[src/sv/rd64_pkg.sv]
package rd64_pkg;

    // field widths fixed at the ports
    localparam int unsigned FIELD_W = 64;

    typedef struct packed {
        logic               op;
        logic [FIELD_W-1:0] dividend;
        logic [FIELD_W-1:0] divisor;
    } t_in_item;

    typedef struct packed {
        logic [FIELD_W-1:0] quotient;
        logic [FIELD_W-1:0] remainder;
        logic               div_by_zero;
    } t_out_item;

    // selector codes
    localparam logic OP_UNSIGNED = 1'b0;
    localparam logic OP_SIGNED   = 1'b1;

    // controller to datapath
    typedef struct packed {
        logic load;
        logic step;
        logic store;
    } t_ctrl_cmd;

    // datapath to controller
    typedef struct packed {
        logic div_by_zero;
    } t_dp_status;

endpackage

[src/sv/rd64_datapath.sv]
module rd64_datapath #(
    parameter int DATA_WIDTH = 64
) (
    input  logic                  i_clk,
    input  rd64_pkg::t_ctrl_cmd   i_cmd,
    input  rd64_pkg::t_in_item    i_in_item,
    output rd64_pkg::t_dp_status  o_status,
    output rd64_pkg::t_out_item   o_out_item
);

    localparam int DW = DATA_WIDTH;

    logic [DW-1:0] r_num, n_num;   // dividend, quotient bits shift in from the bottom
    logic [DW-1:0] r_den, n_den;
    logic [DW-1:0] r_rem, n_rem;
    logic          r_neg_q, n_neg_q;
    logic          r_neg_r, n_neg_r;
    logic          r_dz, n_dz;
    rd64_pkg::t_out_item r_out, n_out;

    logic [DW-1:0] in_num;
    logic [DW-1:0] in_den;
    logic          num_neg;
    logic          den_neg;
    logic [DW:0]   trial;
    logic [DW:0]   diff;
    logic [DW-1:0] q_fix;
    logic [DW-1:0] r_fix;

    always_comb begin
        in_num  = i_in_item.dividend[DW-1:0];
        in_den  = i_in_item.divisor[DW-1:0];
        num_neg = (i_in_item.op == rd64_pkg::OP_SIGNED) && in_num[DW-1];
        den_neg = (i_in_item.op == rd64_pkg::OP_SIGNED) && in_den[DW-1];

        // one restoring step
        trial = {r_rem, r_num[DW-1]};
        diff  = trial - {1'b0, r_den};

        q_fix = r_neg_q ? (~r_num + {{(DW-1){1'b0}}, 1'b1}) : r_num;
        r_fix = r_neg_r ? (~r_rem + {{(DW-1){1'b0}}, 1'b1}) : r_rem;

        n_num   = r_num;
        n_den   = r_den;
        n_rem   = r_rem;
        n_neg_q = r_neg_q;
        n_neg_r = r_neg_r;
        n_dz    = r_dz;
        n_out   = r_out;

        if (i_cmd.load) begin
            n_num   = num_neg ? (~in_num + {{(DW-1){1'b0}}, 1'b1}) : in_num;
            n_den   = den_neg ? (~in_den + {{(DW-1){1'b0}}, 1'b1}) : in_den;
            n_rem   = '0;
            n_neg_q = num_neg ^ den_neg;
            n_neg_r = num_neg;
            n_dz    = (in_den == '0);
        end else if (i_cmd.step) begin
            if (!diff[DW]) begin
                n_rem = diff[DW-1:0];
                n_num = {r_num[DW-2:0], 1'b1};
            end else begin
                n_rem = trial[DW-1:0];
                n_num = {r_num[DW-2:0], 1'b0};
            end
        end

        if (i_cmd.store) begin
            n_out = '0;
            n_out.div_by_zero = r_dz;
            if (!r_dz) begin
                n_out.quotient[DW-1:0]  = q_fix;
                n_out.remainder[DW-1:0] = r_fix;
            end
        end
    end

    always_ff @(posedge i_clk) begin
        r_num   <= n_num;
        r_den   <= n_den;
        r_rem   <= n_rem;
        r_neg_q <= n_neg_q;
        r_neg_r <= n_neg_r;
        r_dz    <= n_dz;
        r_out   <= n_out;
    end

    assign o_status.div_by_zero = r_dz;
    assign o_out_item           = r_out;

endmodule

[src/sv/rd64_ctrl.sv]
module rd64_ctrl #(
    parameter int DATA_WIDTH = 64
) (
    input  logic                  i_clk,
    input  logic                  i_rst_n,
    input  logic                  i_in_valid,
    output logic                  o_in_ready,
    output logic                  o_out_valid,
    input  logic                  i_out_ready,
    input  rd64_pkg::t_dp_status  i_status,
    output rd64_pkg::t_ctrl_cmd   o_cmd
);

    localparam int CW = $clog2(DATA_WIDTH);

    localparam logic [1:0] ST_IDLE = 2'd0;
    localparam logic [1:0] ST_RUN  = 2'd1;
    localparam logic [1:0] ST_FIX  = 2'd2;

    logic [1:0]    r_state, n_state;
    logic [CW-1:0] r_count, n_count;
    logic          r_out_valid, n_out_valid;
    logic          slot_free;

    always_comb begin
        slot_free   = !r_out_valid || i_out_ready;
        n_state     = r_state;
        n_count     = r_count;
        n_out_valid = r_out_valid && !i_out_ready;
        o_cmd       = '0;
        o_in_ready  = 1'b0;

        unique case (r_state)
            ST_IDLE: begin
                o_in_ready = 1'b1;
                if (i_in_valid) begin
                    o_cmd.load = 1'b1;
                    n_count    = CW'(DATA_WIDTH - 1);
                    n_state    = ST_RUN;
                end
            end
            ST_RUN: begin
                if (i_status.div_by_zero) begin
                    n_state = ST_FIX;
                end else begin
                    o_cmd.step = 1'b1;
                    n_count    = r_count - {{(CW-1){1'b0}}, 1'b1};
                    if (r_count == '0) begin
                        n_state = ST_FIX;
                    end
                end
            end
            ST_FIX: begin
                if (slot_free) begin
                    o_cmd.store = 1'b1;
                    n_out_valid = 1'b1;
                    n_state     = ST_IDLE;
                end
            end
            default: begin
                n_state = ST_IDLE;
            end
        endcase
    end

    always_ff @(posedge i_clk) begin
        if (!i_rst_n) begin
            r_state     <= ST_IDLE;
            r_count     <= '0;
            r_out_valid <= 1'b0;
        end else begin
            r_state     <= n_state;
            r_count     <= n_count;
            r_out_valid <= n_out_valid;
        end
    end

    assign o_out_valid = r_out_valid;

endmodule

[src/sv/restoring_divider_64_top.sv]
// radix-2 restoring integer divider, unsigned or signed (two's complement,
// truncating toward zero, remainder carries the dividend's sign); only the
// low DATA_WIDTH bits of each operand are used and results are zero above
// them; a zero divisor gives div_by_zero with zero quotient and remainder,
// and the most negative value over minus one wraps; an input beat is taken
// only while the unit is idle; the unit then loads and makes the operands
// positive, makes one quotient bit per cycle through the single shared
// subtractor, and does the sign fix-up into the output register, which waits
// while the output register still holds an unaccepted result; a new beat is
// not taken before the last one is through the fix-up; a zero divisor skips
// the bit loop; the output register lets the next beat be taken while a
// finished result still waits
module restoring_divider_64_top #(
    parameter int DATA_WIDTH = 64
) (
    input  logic                i_clk,
    input  logic                i_rst_n,
    // operand beats
    input  logic                i_in_valid,
    output logic                o_in_ready,
    input  rd64_pkg::t_in_item  i_in_item,
    // result beats
    output logic                o_out_valid,
    input  logic                i_out_ready,
    output rd64_pkg::t_out_item o_out_item
);

    // command and status between controller and datapath
    rd64_pkg::t_ctrl_cmd  cmd;
    rd64_pkg::t_dp_status status;

    // sequencer: idle, bit loop, fix-up and hand-off
    rd64_ctrl #(
        .DATA_WIDTH (DATA_WIDTH)
    ) u_ctrl (
        .i_clk       (i_clk),
        .i_rst_n     (i_rst_n),
        .i_in_valid  (i_in_valid),
        .o_in_ready  (o_in_ready),
        .o_out_valid (o_out_valid),
        .i_out_ready (i_out_ready),
        .i_status    (status),
        .o_cmd       (cmd)
    );

    // operand registers, subtractor, sign fix-up and output register
    rd64_datapath #(
        .DATA_WIDTH (DATA_WIDTH)
    ) u_datapath (
        .i_clk      (i_clk),
        .i_cmd      (cmd),
        .i_in_item  (i_in_item),
        .o_status   (status),
        .o_out_item (o_out_item)
    );

endmodule
[config.mk]
export PLATFORM = sky130hd
export DESIGN_NAME = restoring_divider_64_top
export DESIGN_NICKNAME = d
export VERILOG_FILES = /design/src/sv/rd64_pkg.sv /design/src/sv/rd64_datapath.sv /design/src/sv/rd64_ctrl.sv /design/src/sv/restoring_divider_64_top.sv
export SDC_FILE = /design/constraint.sdc
export NUM_CORES = 1
export LEC_CHECK = 0
export BUFFER_PORTS_ARGS = -buffer_cell sky130_fd_sc_hd__buf_4
export CORE_ASPECT_RATIO = 1.1
export CORE_MARGIN = 2
export CORE_UTILIZATION = 30
export DETAILED_ROUTE_END_ITERATION = 12
export GPL_TIMING_DRIVEN = 0
export HOLD_SLACK_MARGIN = 0.03
export PLACE_DENSITY_LB_ADDON = 0.15
export SLEW_MARGIN = 5
export SYNTH_ARGS = -nofsm -noshare
export SYNTH_HDL_FRONTEND = slang
export SYNTH_SLANG_ARGS = --single-unit
[constraint.sdc]
create_clock -name i_clk -period 11.6 [get_ports i_clk]
set_input_delay 1.16 -clock i_clk [delete_from_list [all_inputs] [get_ports i_clk]]
set_output_delay 1.16 -clock i_clk [all_outputs]
set_load 0.02 [all_outputs]
==> results.md, run 1 <==
- The run finished with clean final reports.
- The startpoint of the tightest hold check path is u_ctrl.r_count[1].
- The net count after synthesis is between 2000 and 2500.
- The ratio of cells with drive above 1 in the final layout is between 10% and 20%.
- Compared with the post-synthesis result, the final layout area differs by 21.4%.
- The final period utilization is ~46%.
- Once detail routing completed, the nets flagged for antenna violations numbered 0.
- The sequential cells in the finished layout cover a total of 9270 µm².
- The number of library cell types mapped by synthesis is 76.
- The required time at the endpoint of the critical path is roughly 12000 ps.
- Dividing the detail-routed via count by the number of cells gives 5.05.
- Once the floorplan was initialized, standard cells occupied 30.4% of the core.
- The count of unresolved DRC violations after routing is 0.
- The number of maximum-capacitance constraint violations is 0.
- The worst setup path is launched from a register.
- The time the worst path needs with I/O delays and setup is roughly 5300 ps.
- The most used flip-flop cell after synthesis is edfxtp_1.
- CTS saw 333 sinks.
- Each instance of the synthesized netlist takes up on average between 9 and 10 µm².
- The final routed wirelength across all metal layers is ~71000 µm.
- The critical path starts at u_datapath.r_num[63].
- For this block, the initial DRC count from the detailed router was 953.
- The number of pins with negative max-slew slack in the final report came to 0.
- The maximum number of pins on one net before global-route repair is 43.
- edfxtp_1 takes more of the synthesized area than any other cell.
- The die boundary height is between 200 and 300 µm.
- The final count of negative-setup-slack endpoints is 0.
- The number of antenna violations at the first check in global routing is 3.
- The H-tree level count is 2.
- The library cell used most frequently in the layout, excluding fill and tap cells, is buf_4.
- In this run, synthesis produced a sequential element count of approximately 330.
- Once the clock tree was built, the resizer swapped 0 gates to a different size.
- After routing, the total negative slack on setup checks comes to 0 ps.
- The number of rows in the core area is approximately 100.
- The area taken by multi-input logic gates is 11000 µm².
- The number of synthesized flops with an enable pin is 260.
- Based on the critical path, the design can be clocked at up to 189 MHz.
- The worst setup path is of the register to register kind.
- The slew of the pin with the lowest slew margin is 1120 ps.
- The hold slack is ~520 ps.
- Setup repair after global routing left no endpoint under its margin.
- In the synthesized netlist the async set-or-reset flop fraction comes to 0%.
- The worst clock skew on the final layout is approximately 11 ps.
- The sequential area share after synthesis is between 40% and 50%.
- In this run the cell area of the synthesized design comes to between 20000 and 25000 µm².
- Global routing used 19.2% of the available tracks.
- The region available for standard cell placement spans around 69000 µm².
- Detailed placement finished with a half-perimeter wire length of between 50000 and 60000 µm.
- The worst min-delay path category is register to register.
- The congestion estimate from routability-driven global placement came to a little over 0.9.
- After clock tree synthesis, the setup repair step added 0 buffers.
- The slack of the worst reg-to-reg path is roughly 6300 ps.
- The number of global-route vias before repair is roughly 18000.
- Across all layers, the routed design uses 17846 vias.
- STA classifies the critical path endpoint as a register.
- The wire length of the first global-routing pass is about 110000 µm.
- The worst register-to-register path begins at u_datapath.r_num[63].
- The register clock-pin slew on the reported worst setup and hold paths is roughly 60 ps.
- The count of endpoints failing hold in the final timing report is 0.
- Yosys printed 0 warnings.
- The I/O pin count is approximately 260.
- In the post-route analysis, the smallest setup slack over all paths is ~6300 ps.
- Counting along the longest clock path gives a buffer depth of 3.
- The number of input and output port buffers inserted is about 260.
- For this design the ratio of total power to cell area is around 130 nW/µm².
- The layout has 7104 filler cells.
- By area the synthesized netlist is led by edfxtp_1 (37%), xor2_1 (8.6%), dfxtp_1 (6.9%).
- The post-synthesis instance total is around 2300.
- The floorplan step defined a die boundary enclosing ~72000 µm².
- At the later pin of the worst-skew pair, clock insertion delay measures 560 ps.
- Hold repair after CTS inserted 0 buffers.
- In the layout the commonest cells are buf_4 (262), edfxtp_1 (260), o21ai_0 (240).
- Dividing the detail-routed wire length by the instance count gives between 20 and 25 µm.
- The leakage power is about 10 nW.
- The total overflow left after global routing is 0.
- The final layout net count is roughly 2800.
- The area share of the leading cell type in the synthesized netlist is 37.1%.
- The worst vdd rail ir drop is approximately 0.000085 V.
- The floorplan die width is about 260 µm.
- In this run the worst path has a maximum fanout of 10.
- The length of the first detailed-routing pass in iterations is 5.
- The final design instance area without fill is between 20000 and 30000 µm².
- The root cell of the clock tree is clkbuf_16.
- The data arrival time of the critical path is around 5800 ps.
- The post-placement worst setup slack is 6130 ps.
- Summing all placed instances gives a cell area of around 24000 µm².
- Clock tree synthesis inserted a total of 39 buffers.
- TritonCTS built the clock tree.
- The utilization of the core after routing is between 30% and 40%.
- The number of diodes is 0.
- The headroom to the max-slew limit is about 25%.
final timing paths:
| check | endpoint | depth (start not counted) |
|---|---|---|
| worst max-delay path | u_datapath.r_rem[0] | 15 |
| worst min-delay path | u_ctrl.r_count[1] | 1 |
| worst max register to register | u_datapath.r_rem[0] | 15 |
| worst min register to register | u_ctrl.r_count[1] | 1 |
power by group:
group	switching [mW]	total (mW)	internal [mW]
clock network	0.502	1.19	0.683
registers	0.0693	1.49	1.42
logic	0.434	0.688	0.254
cells by family (layout without fill, tap and decap cells):
| kind of cell | Yosys count | in the layout | synth area share, % |
|---|---|---|---|
| compound gates | 600 | 600 | 17.7 |
| xor+xnor | 310 | 310 | 12.9 |
| fa+ha+maj | 71 | 71 | 4.25 |
| buf+inv | 210 | 550 | 3.80 |
| flops | 333 | 333 | 44.0 |
| mux | 31 | 31 | 1.47 |
| simple gates | 712 | 712 | 15.9 |
registers in the layout (all words and copies together) (netlist names):
register               count
u_ctrl.r_count             6
u_datapath.r_neg_q         1
u_datapath.o_status        1
u_ctrl.r_state             2
u_ctrl.o_out_valid         1
u_datapath.r_neg_r         1
u_datapath.r_den          64
u_datapath.r_rem          64
u_datapath.r_num          64
u_datapath.o_out_item    129
Yosys cell counts (all sizes together), types with 12 or more instances:
cell type  instances
a21o              27
a21oi            125
a31oi             16
a32oi             27
clkbuf           102
dfxtp             73
edfxtp           260
ha                70
inv              100
mux2i             31
nand2            234
nand2b            28
nand3             23
nand4             26
nor2             224
nor2b             12
nor3              46
nor4              18
o21ai            241
o21bai            13
o31ai             59
o41ai             27
or3               32
or4               25
xnor2            104
xor2             206
critical path, stage by stage, from the launching register on:
cell      delay (ps)
edfxtp_1         470
inv_1            290
ha_1             250
fa_1             230
nand2b_1         150
a21oi_1          100
o21ai_0          400
o21ai_0          310
a211o_1          390
a31oi_1          410
a21oi_1          170
xnor2_1          560
clkbuf_1         440
clkbuf_1         660
nand3_1          230
o221ai_1         120
layout make-up:
| cell class | count | share of cell area [%] |
|---|---|---|
| Buffer | 108 | 1.63 |
| Multi-Input combinational cell | 1724 | 43.0 |
| Tap cell | 927 | 4.54 |
| Timing Repair Buffer | 269 | 8.30 |
| Clock inverter | 18 | 0.455 |
| Inverter | 102 | 1.51 |
| Clock buffer | 53 | 4.28 |
| Sequential cell | 333 | 36.3 |
stage by stage:
step                      cells  total power [mW]
after floorplan            2267              1.94
after global placement     3456              2.20
after detailed placement   3463              2.20
after CTS                  3534              3.41
after global routing       3534              3.53
final                      3534              3.36
layer usage:
layer	track usage [%]	vias up	wire length (µm)
li1	-	8832	-
met1	23.6	8442	30600
met2	34.5	453	35000
met3	2.79	113	3010
met4	6.53	6	2240
met5	0	-	37
(Power assumes the default switching activity.)
==> run 2, diff against run 1 <==
Clock period 11.6 ns to 5.05 ns, I/O delays scaled along.
==> run 2 against run 1 <==
Hold slack got worse by 360 ps. Wire length rose by 1.0%. Via count decreased by 0.41%. Design area is 0.13% higher. Sequential share of layout area is essentially flat. Largest power group unchanged. Total power grew 130%. Core utilization hardly changed.
==> results.md, run 2 (synthesis gave the netlist of run 1 again) <==
- The flow ran to the end, and the final reports show no timing, DRC or antenna violations.
- The final design instance area without fill was 25600 µm² (+0.13%).
- The number of rows in the core area came to 101 (unchanged).
- The startpoint of the tightest hold check path is i_in_item[0].
- The clock sink total is 333 (unchanged).
- The internal power contribution is 5.46 mW (+130%).
- The hold slack is 163 ps (-362 ps).
- The length of the first detailed-routing pass in iterations is 5 (unchanged).
- The H-tree level count is 2 (unchanged).
- The peak clock frequency supported by timing is 214 MHz (+13%).
- The antenna violation net count after detailed routing is 0 (unchanged).
- The critical path starts at u_datapath.r_num[63].
- Leaving out fill and tap cells, the most frequent cell in the layout is buf_4.
- The number of diodes was 0 (unchanged).
- The number of global-route vias before repair is 18087 (+0.14%).
- The slew of the pin with the lowest slew margin is 1080 ps (-37.3 ps).
- The sequential standard cell area came to 9270 µm² (unchanged).
- The average wire length per cell after detail routing was 20.3 µm (+0.99%).
- The I/O pin count came to 264 (unchanged).
- The data arrival time of the critical path is 5160 ps (-590 ps).
- The flip-flop count of the largest register after layout is 129 (unchanged).
- The via density per instance is 5.03 (-0.44%).
- The die boundary height was 282 µm (unchanged).
- The count of endpoints failing hold in the final timing report is 0 (unchanged).
- For this design, the slowest cell found on the critical path is edfxtp_1.
- The fraction of power consumed by sequential logic is 43.6% (-0.6 points).
- The root cell of the clock tree is clkbuf_16.
- The clock share of power is 36.0% (+0.7 points).
- The maximum number of buffers from clock root to sink came to 3 (unchanged).
- TritonCTS built the clock tree.
- The power density relative to cell area is 305 nW/µm² (+130%).
- The net switching fraction of the power came to 30.2% (+0.24 points).
- The maximum fanout along the worst path is 10 (unchanged).
- The maximum cell stage delay along the critical path is 470 ps (-190 ps).
- The final cell count without fillers is 3535 (+0.028%).
- The global route total overflow is 0 (unchanged).
- The number of post-CTS setup repair buffers is 0 (unchanged).
- The leakage power is 10.2 nW (+0.29%).
- The number of antenna violations at the first check in global routing is 1 (-2).
- The startpoint identified for the worst register-to-register timing path is u_datapath.r_num[63].
- The number of maximum-capacitance constraint violations was 0 (unchanged).
- The area taken by multi-input logic gates was 11000 µm² (about the same).
- The detailed router's first-iteration violation count is 822 (-14%).
- Compared with the post-synthesis result, the final layout area differs by 21.5%.
- The weighted congestion reported at the end of routability-driven placement is 0.875 (-3.6%).
- The ratio of cells with drive above 1 in the final layout is 14.1% (+0.34 points).
- The worst setup path is captured at a register.
- The worst vdd rail ir drop is 0.000198 V (+130%).
- The final layout net count came to 2780 (-0.036%).
- Setup repair after global routing left no endpoint under its margin.
- The worst setup path category is register to register.
- The number of input and output port buffers inserted is 262 (unchanged).
- The worst setup path is launched from a register.
- The combined global-route utilization of all metal layers is 19.4% (+0.18 points).
- The count of fill cells added during filler insertion was 7102 (-0.028%).
- The final count of negative-setup-slack endpoints is 0 (unchanged).
- The total number of vias came to 17772 (-0.41%).
- The area of the core is 69300 µm² (unchanged).
- The worst clock skew on the final layout is 28.3 ps (+17.7 ps).
- The final routed wirelength across all metal layers is 71600 µm (+1.0%).
- The count of unresolved DRC violations after routing came to 0 (unchanged).
- The time the worst path needs with I/O delays and setup is 4680 ps (-607 ps).
- The instance count after placement with tap cells included is 3462 (-0.029%).
- Walking the worst path, the cells encountered are inv_1, ha_1, fa_1, nand2b_1, a21oi_1, o21ai_0, o21ai_0, a211o_1, a31oi_1, a21oi_1, xnor2_2, clkbuf_2, clkbuf_1, a32oi_1, o21ai_0.
- The number of pins with negative max-slew slack in the final report is 0 (unchanged).
- The required time at the endpoint of the critical path was 5530 ps (-6530 ps).
- The part of the power in combinational logic is 20.4% (about the same).
- The register clock-pin slew on the reported worst setup and hold paths came to 60 ps (about the same).
- The source-to-sink clock delay at the later pin of the worst-skew pair came to 580 ps (+20 ps).
- The standard cell area after detailed placement is 24300 µm² (about the same).
- The power spent charging and discharging nets was 2.36 mW (+130%).
- The maximum number of pins on one net before global-route repair came to 46 (+7.0%).
- The library cells used most frequently in the layout, excluding fill and tap cells, are buf_4 (262), edfxtp_1 (260), o21ai_0 (240).
- The wire length of the first global-routing pass is 108000 µm (+0.77%).
- The final period utilization is 92.7% (+47 points).
- The floorplan die width was 257 µm (unchanged).
- The cts-stage hold buffer count is 0 (unchanged).
- The effective utilization at floorplan is 30.4% (unchanged).
- Among the stages of the critical path, the cell type that occurs most often is o21ai_0.
- The headroom to the max-slew limit was 27.1% (+2.5 points).
- The path class of the tightest hold or removal check is input pin to register.
- The HPWL after detailed placement is 58100 µm (+0.45%).
- The area of the die is 72400 µm² (unchanged).
- The number of buffers created by CTS is 40 (+2.6%).
- The setup TNS after final layout was 0 ps (unchanged).
-- run 2: worst paths after layout --
| path | endpoint | slack [ps] | cells after the start |
|---|---|---|---|
| setup / recovery | u_datapath.r_rem[51] | 370 | 15 |
| hold / removal | u_datapath.r_den[0] | 160 | 1 |
| setup reg to reg | u_datapath.r_rem[51] | 370 | 15 |
| hold reg to reg | u_ctrl.r_count[1] | 540 | 1 |
-- run 2: power groups by stage --
stage               Clock (mW)  Combinational (mW)  Sequential (mW)
floorplan                    0               0.965             3.48
global placement             0                1.57             3.48
detailed placement           0                1.60             3.47
CTS                       2.90                1.61             3.41
global route              2.98                1.77             3.43
finish                    2.81                1.59             3.41
-- run 2: repair_timing --
item	4_1_cts	5_1_grt
setup endpoints to repair	30	22
resized for setup	4	3
hold endpoints to repair	0	0
-- run 2: through the flow --
| step | setup WS [ps] | util (%) | total power, mW |
|---|---|---|---|
| 3_5_place_dp | -486 | 35.1 | 5.07 |
| 2_1_floorplan | 36.0 | - | 4.44 |
| 5_1_grt | 9.91 | 37.0 | 8.19 |
| 3_3_place_gp | -3290 | 34.9 | 5.05 |
| 4_1_cts | 23.8 | 37.0 | 7.92 |
| 6_report | 370 | 37.0 | 7.82 |
-- run 2: area by class of cell --
cell class                 instances  share of cell area, %
multi-input combinational       1724                   43.0
sequential                       333                   36.2
buffer                           107                   1.64
timing repair buffer             268                   8.21
clock inverter                    16                  0.435
inverter                         102                   1.51
tap                              927                   4.53
clock buffer                      58                   4.45
-- run 2: critical path: cells and delay by family (launching register included) --
family,cells,cell delay [ps]
xor+xnor,1,370
buf+inv,3,990
fa+ha+maj,2,480
compound gates,8,2110
simple gates,1,150
flops,1,470
-- run 2: metal layers --
metal,routed length [µm],track usage (%),vias to the layer above
li1,-,-,8826
met1,31000,24.0,8393
met2,35500,34.8,445
met3,3010,2.71,108
met4,2130,6.41,0
met5,0,0,-
==> run 3, diff against run 2 <==
Settings changed: RECOVER_POWER set to 50.
==> run 3 against run 2 <==
The run now ends with capacitance limit, slew limit left. Critical path type unchanged. Design area fell by 2.4%. Critical path depth did not move. Fmax rose by 0.13%. Hold slack improved by 57 ps. Die area did not move. Flip-flop and latch count did not move. Cell count did not move. Clock skew fell by 0.66 ps. Critical endpoint unchanged. Combinational power fell by 3%. Count of clock-buffer cells in the layout did not move.
==> results.md, run 3 (synthesis gave the netlist of run 1 again) <==
- The headroom to the max-slew limit is -53.3% (-80 points).
- The maximum fanout along the worst path came to 10 (unchanged).
- The effective utilization at floorplan was 30.4% (unchanged).
- The length in cells of the worst reg-to-reg path came to 15 (unchanged).
- The slack of the worst reg-to-reg path is 380 ps (about the same).
- The final layout net count was 2780 (unchanged).
- The final design instance area without fill is 25000 µm² (-2.4%).
- Setup repair after global routing left no endpoint under its margin.
- The final count of negative-setup-slack endpoints came to 0 (unchanged).
- The source-to-sink clock delay at the later pin of the worst-skew pair was 580 ps (about the same).
- The run finished, with violations left.
- The required time at the endpoint of the critical path is 5530 ps (about the same).
- The startpoint identified for the worst register-to-register timing path is u_datapath.r_num[63].
- The combined global-route utilization of all metal layers is 19.4% (unchanged).
- The utilization of the core after routing came to 36.1% (-0.87 points).
- The number of post-CTS setup repair buffers is 0 (unchanged).
- The kind of launch point of the worst setup path is a register.
- The maximum number of pins on one net before global-route repair is 46 (unchanged).
- The area of the core is 69300 µm² (unchanged).
- The number of maximum-capacitance constraint violations is 2 (+2).
- The slew of the pin with the lowest slew margin is 2300 ps (+1220 ps).
- The power density relative to cell area is 311 nW/µm² (+1.8%).
- The length of the first detailed-routing pass in iterations is 5 (unchanged).
- The count of fill cells added during filler insertion is 7254 (+2.1%).
- The worst vdd rail ir drop is 0.000199 V (+0.53%).
- The data arrival time of the critical path is 5150 ps (about the same).
- The standard cell area after detailed placement is 24300 µm² (unchanged).
- The kind of capture point of the worst setup path is a register.
- The wire length of the first global-routing pass came to 108000 µm (unchanged).
- The number of diodes came to 0 (unchanged).
- The CTS tree is yes.
- The I/O pin count is 264 (unchanged).
- The detailed router's first-iteration violation count is 838 (+1.9%).
- The maximum number of buffers from clock root to sink is 3 (unchanged).
- The peak clock frequency supported by timing was 214 MHz (+0.13%).
- The HPWL after detailed placement is 58100 µm (unchanged).
- The number of rows in the core area is 101 (unchanged).
- The area of the die was 72400 µm² (unchanged).
- The worst clock skew on the final layout is 27.6 ps (-0.663 ps).
- The worst register-to-register path ends at u_datapath.r_rem[51].
- The number of pins with negative max-slew slack in the final report is 69 (+69).
- The H-tree level count is 2 (unchanged).
- The count of unresolved DRC violations after routing is 0 (unchanged).
- In the layout the commonest cells are edfxtp_1 (260), clkbuf_1 (250), o21ai_0 (240).
- The die boundary height is 282 µm (unchanged).
- The cts-stage hold buffer count is 0 (unchanged).
- The number of global-route vias before repair is 18087 (unchanged).
- The total number of vias came to 17771 (-0.0056%).
- The most common cell after layout, fill and taps aside is edfxtp_1.
- The via density per instance was 5.03 (about the same).
- The clock sink total is 333 (unchanged).
- The number of buffers created by CTS came to 40 (unchanged).
- The post-synthesis to final-layout area growth is 18.7%.
- The time the worst path needs with I/O delays and setup is 4670 ps (-5.96 ps).
- The number of antenna violations at the first check in global routing is 1 (unchanged).
- The startpoint of the worst setup timing path is u_datapath.r_num[63].
- The checks that failed: capacitance limit, slew limit.
- The most critical setup path has its endpoint at u_datapath.r_rem[51].
- The number of input and output port buffers inserted is 262 (unchanged).
- The global route total overflow is 0 (unchanged).
- The count of endpoints failing hold in the final timing report was 0 (unchanged).
- The root cell of the clock tree is clkbuf_16.
- The worst hold path belongs to the class input pin to register.
- The post-CTS resize count is 4 (unchanged).
- The floorplan die width is 257 µm (unchanged).
- The weighted congestion reported at the end of routability-driven placement is 0.875 (unchanged).
- The antenna violation net count after detailed routing is 0 (unchanged).
- The critical path is of the register to register type.
- The register clock-pin slew on the reported worst setup and hold paths is 60 ps (about the same).
- The flip-flop count of the largest register after layout came to 129 (unchanged).
- The leakage power was 9.70 nW (-5.3%).
- The final routed wirelength across all metal layers is 71500 µm (-0.13%).
- The ratio of cells with drive above 1 in the final layout is 8.74% (-5.4 points).
- The average wire length per cell after detail routing is 20.2 µm (-0.13%).
- The final period utilization is 92.6% (-0.12 points).
[run 3: worst min path at each step]
stage	slack [ps]	endpoint	cells past startpoint	startpoint
2_1_floorplan	470	u_datapath.r_rem[0]	2	u_datapath.r_num[63]
3_3_place_gp	500	u_ctrl.r_count[1]	1	u_ctrl.r_count[1]
3_5_place_dp	510	u_ctrl.r_count[1]	1	u_ctrl.r_count[1]
4_1_cts	120	u_datapath.r_den[0]	1	i_in_item[0]
5_1_grt	200	u_datapath.r_den[3]	2	i_in_item[3]
6_report	220	u_datapath.r_den[24]	2	i_in_item[24]
[run 3: cell type report]
| cell class | instances | area [µm²] | area share (%) |
|---|---|---|---|
| Inverter | 102 | 385 | 1.54 |
| Clock inverter | 16 | 111 | 0.446 |
| Clock buffer | 58 | 1140 | 4.56 |
| Tap cell | 927 | 1160 | 4.64 |
| Sequential cell | 333 | 9270 | 37.1 |
| Buffer | 107 | 419 | 1.68 |
| Timing Repair Buffer | 268 | 1510 | 6.02 |
| Multi-Input combinational cell | 1724 | 11000 | 44.0 |
[run 3: routing by layer]
metal	global-route usage [%]	wire (µm)	vias to the layer above	share of wire (%)
li1	-	-	8821	-
met1	24.0	30800	8396	43
met2	34.8	35500	441	50
met3	2.71	3110	113	4.3
met4	6.41	2190	0	3.1
met5	0	0	-	0
[run 3: stage by stage]
| step | worst slack, ps | total power [mW] | std cells | hold slack [ps] | TNS, ps |
|---|---|---|---|---|---|
| finish | 375 | 7.77 | 3535 | 220 | 0 |
| CTS | 23.8 | 7.92 | 3535 | 121 | 0 |
| global placement | -3290 | 5.05 | 3456 | 505 | -402710 |
| detailed placement | -486 | 5.07 | 3462 | 514 | -7000 |
| floorplan | 36.0 | 4.44 | 2267 | 472 | 0 |
| global route | 9.91 | 8.15 | 3535 | 204 | 0 |
[run 3: worst max-delay path: stages (launching register included)]
cell	delay (ps)
edfxtp_1	480
inv_1	300
ha_1	250
fa_1	230
nand2b_1	150
a21oi_1	110
o21ai_0	420
o21ai_0	300
a211o_1	400
a31oi_1	420
a21oi_1	190
xnor2_2	360
clkbuf_2	300
clkbuf_1	390
a32oi_1	160
o21ai_0	110
[run 3: report_power, final]
group          leakage (nW)  internal [mW]  switching, mW
clock network         0.617           1.62           1.19
logic                  6.02          0.537           1.01
registers              3.06           3.26          0.157
total                  9.70           5.41           2.36
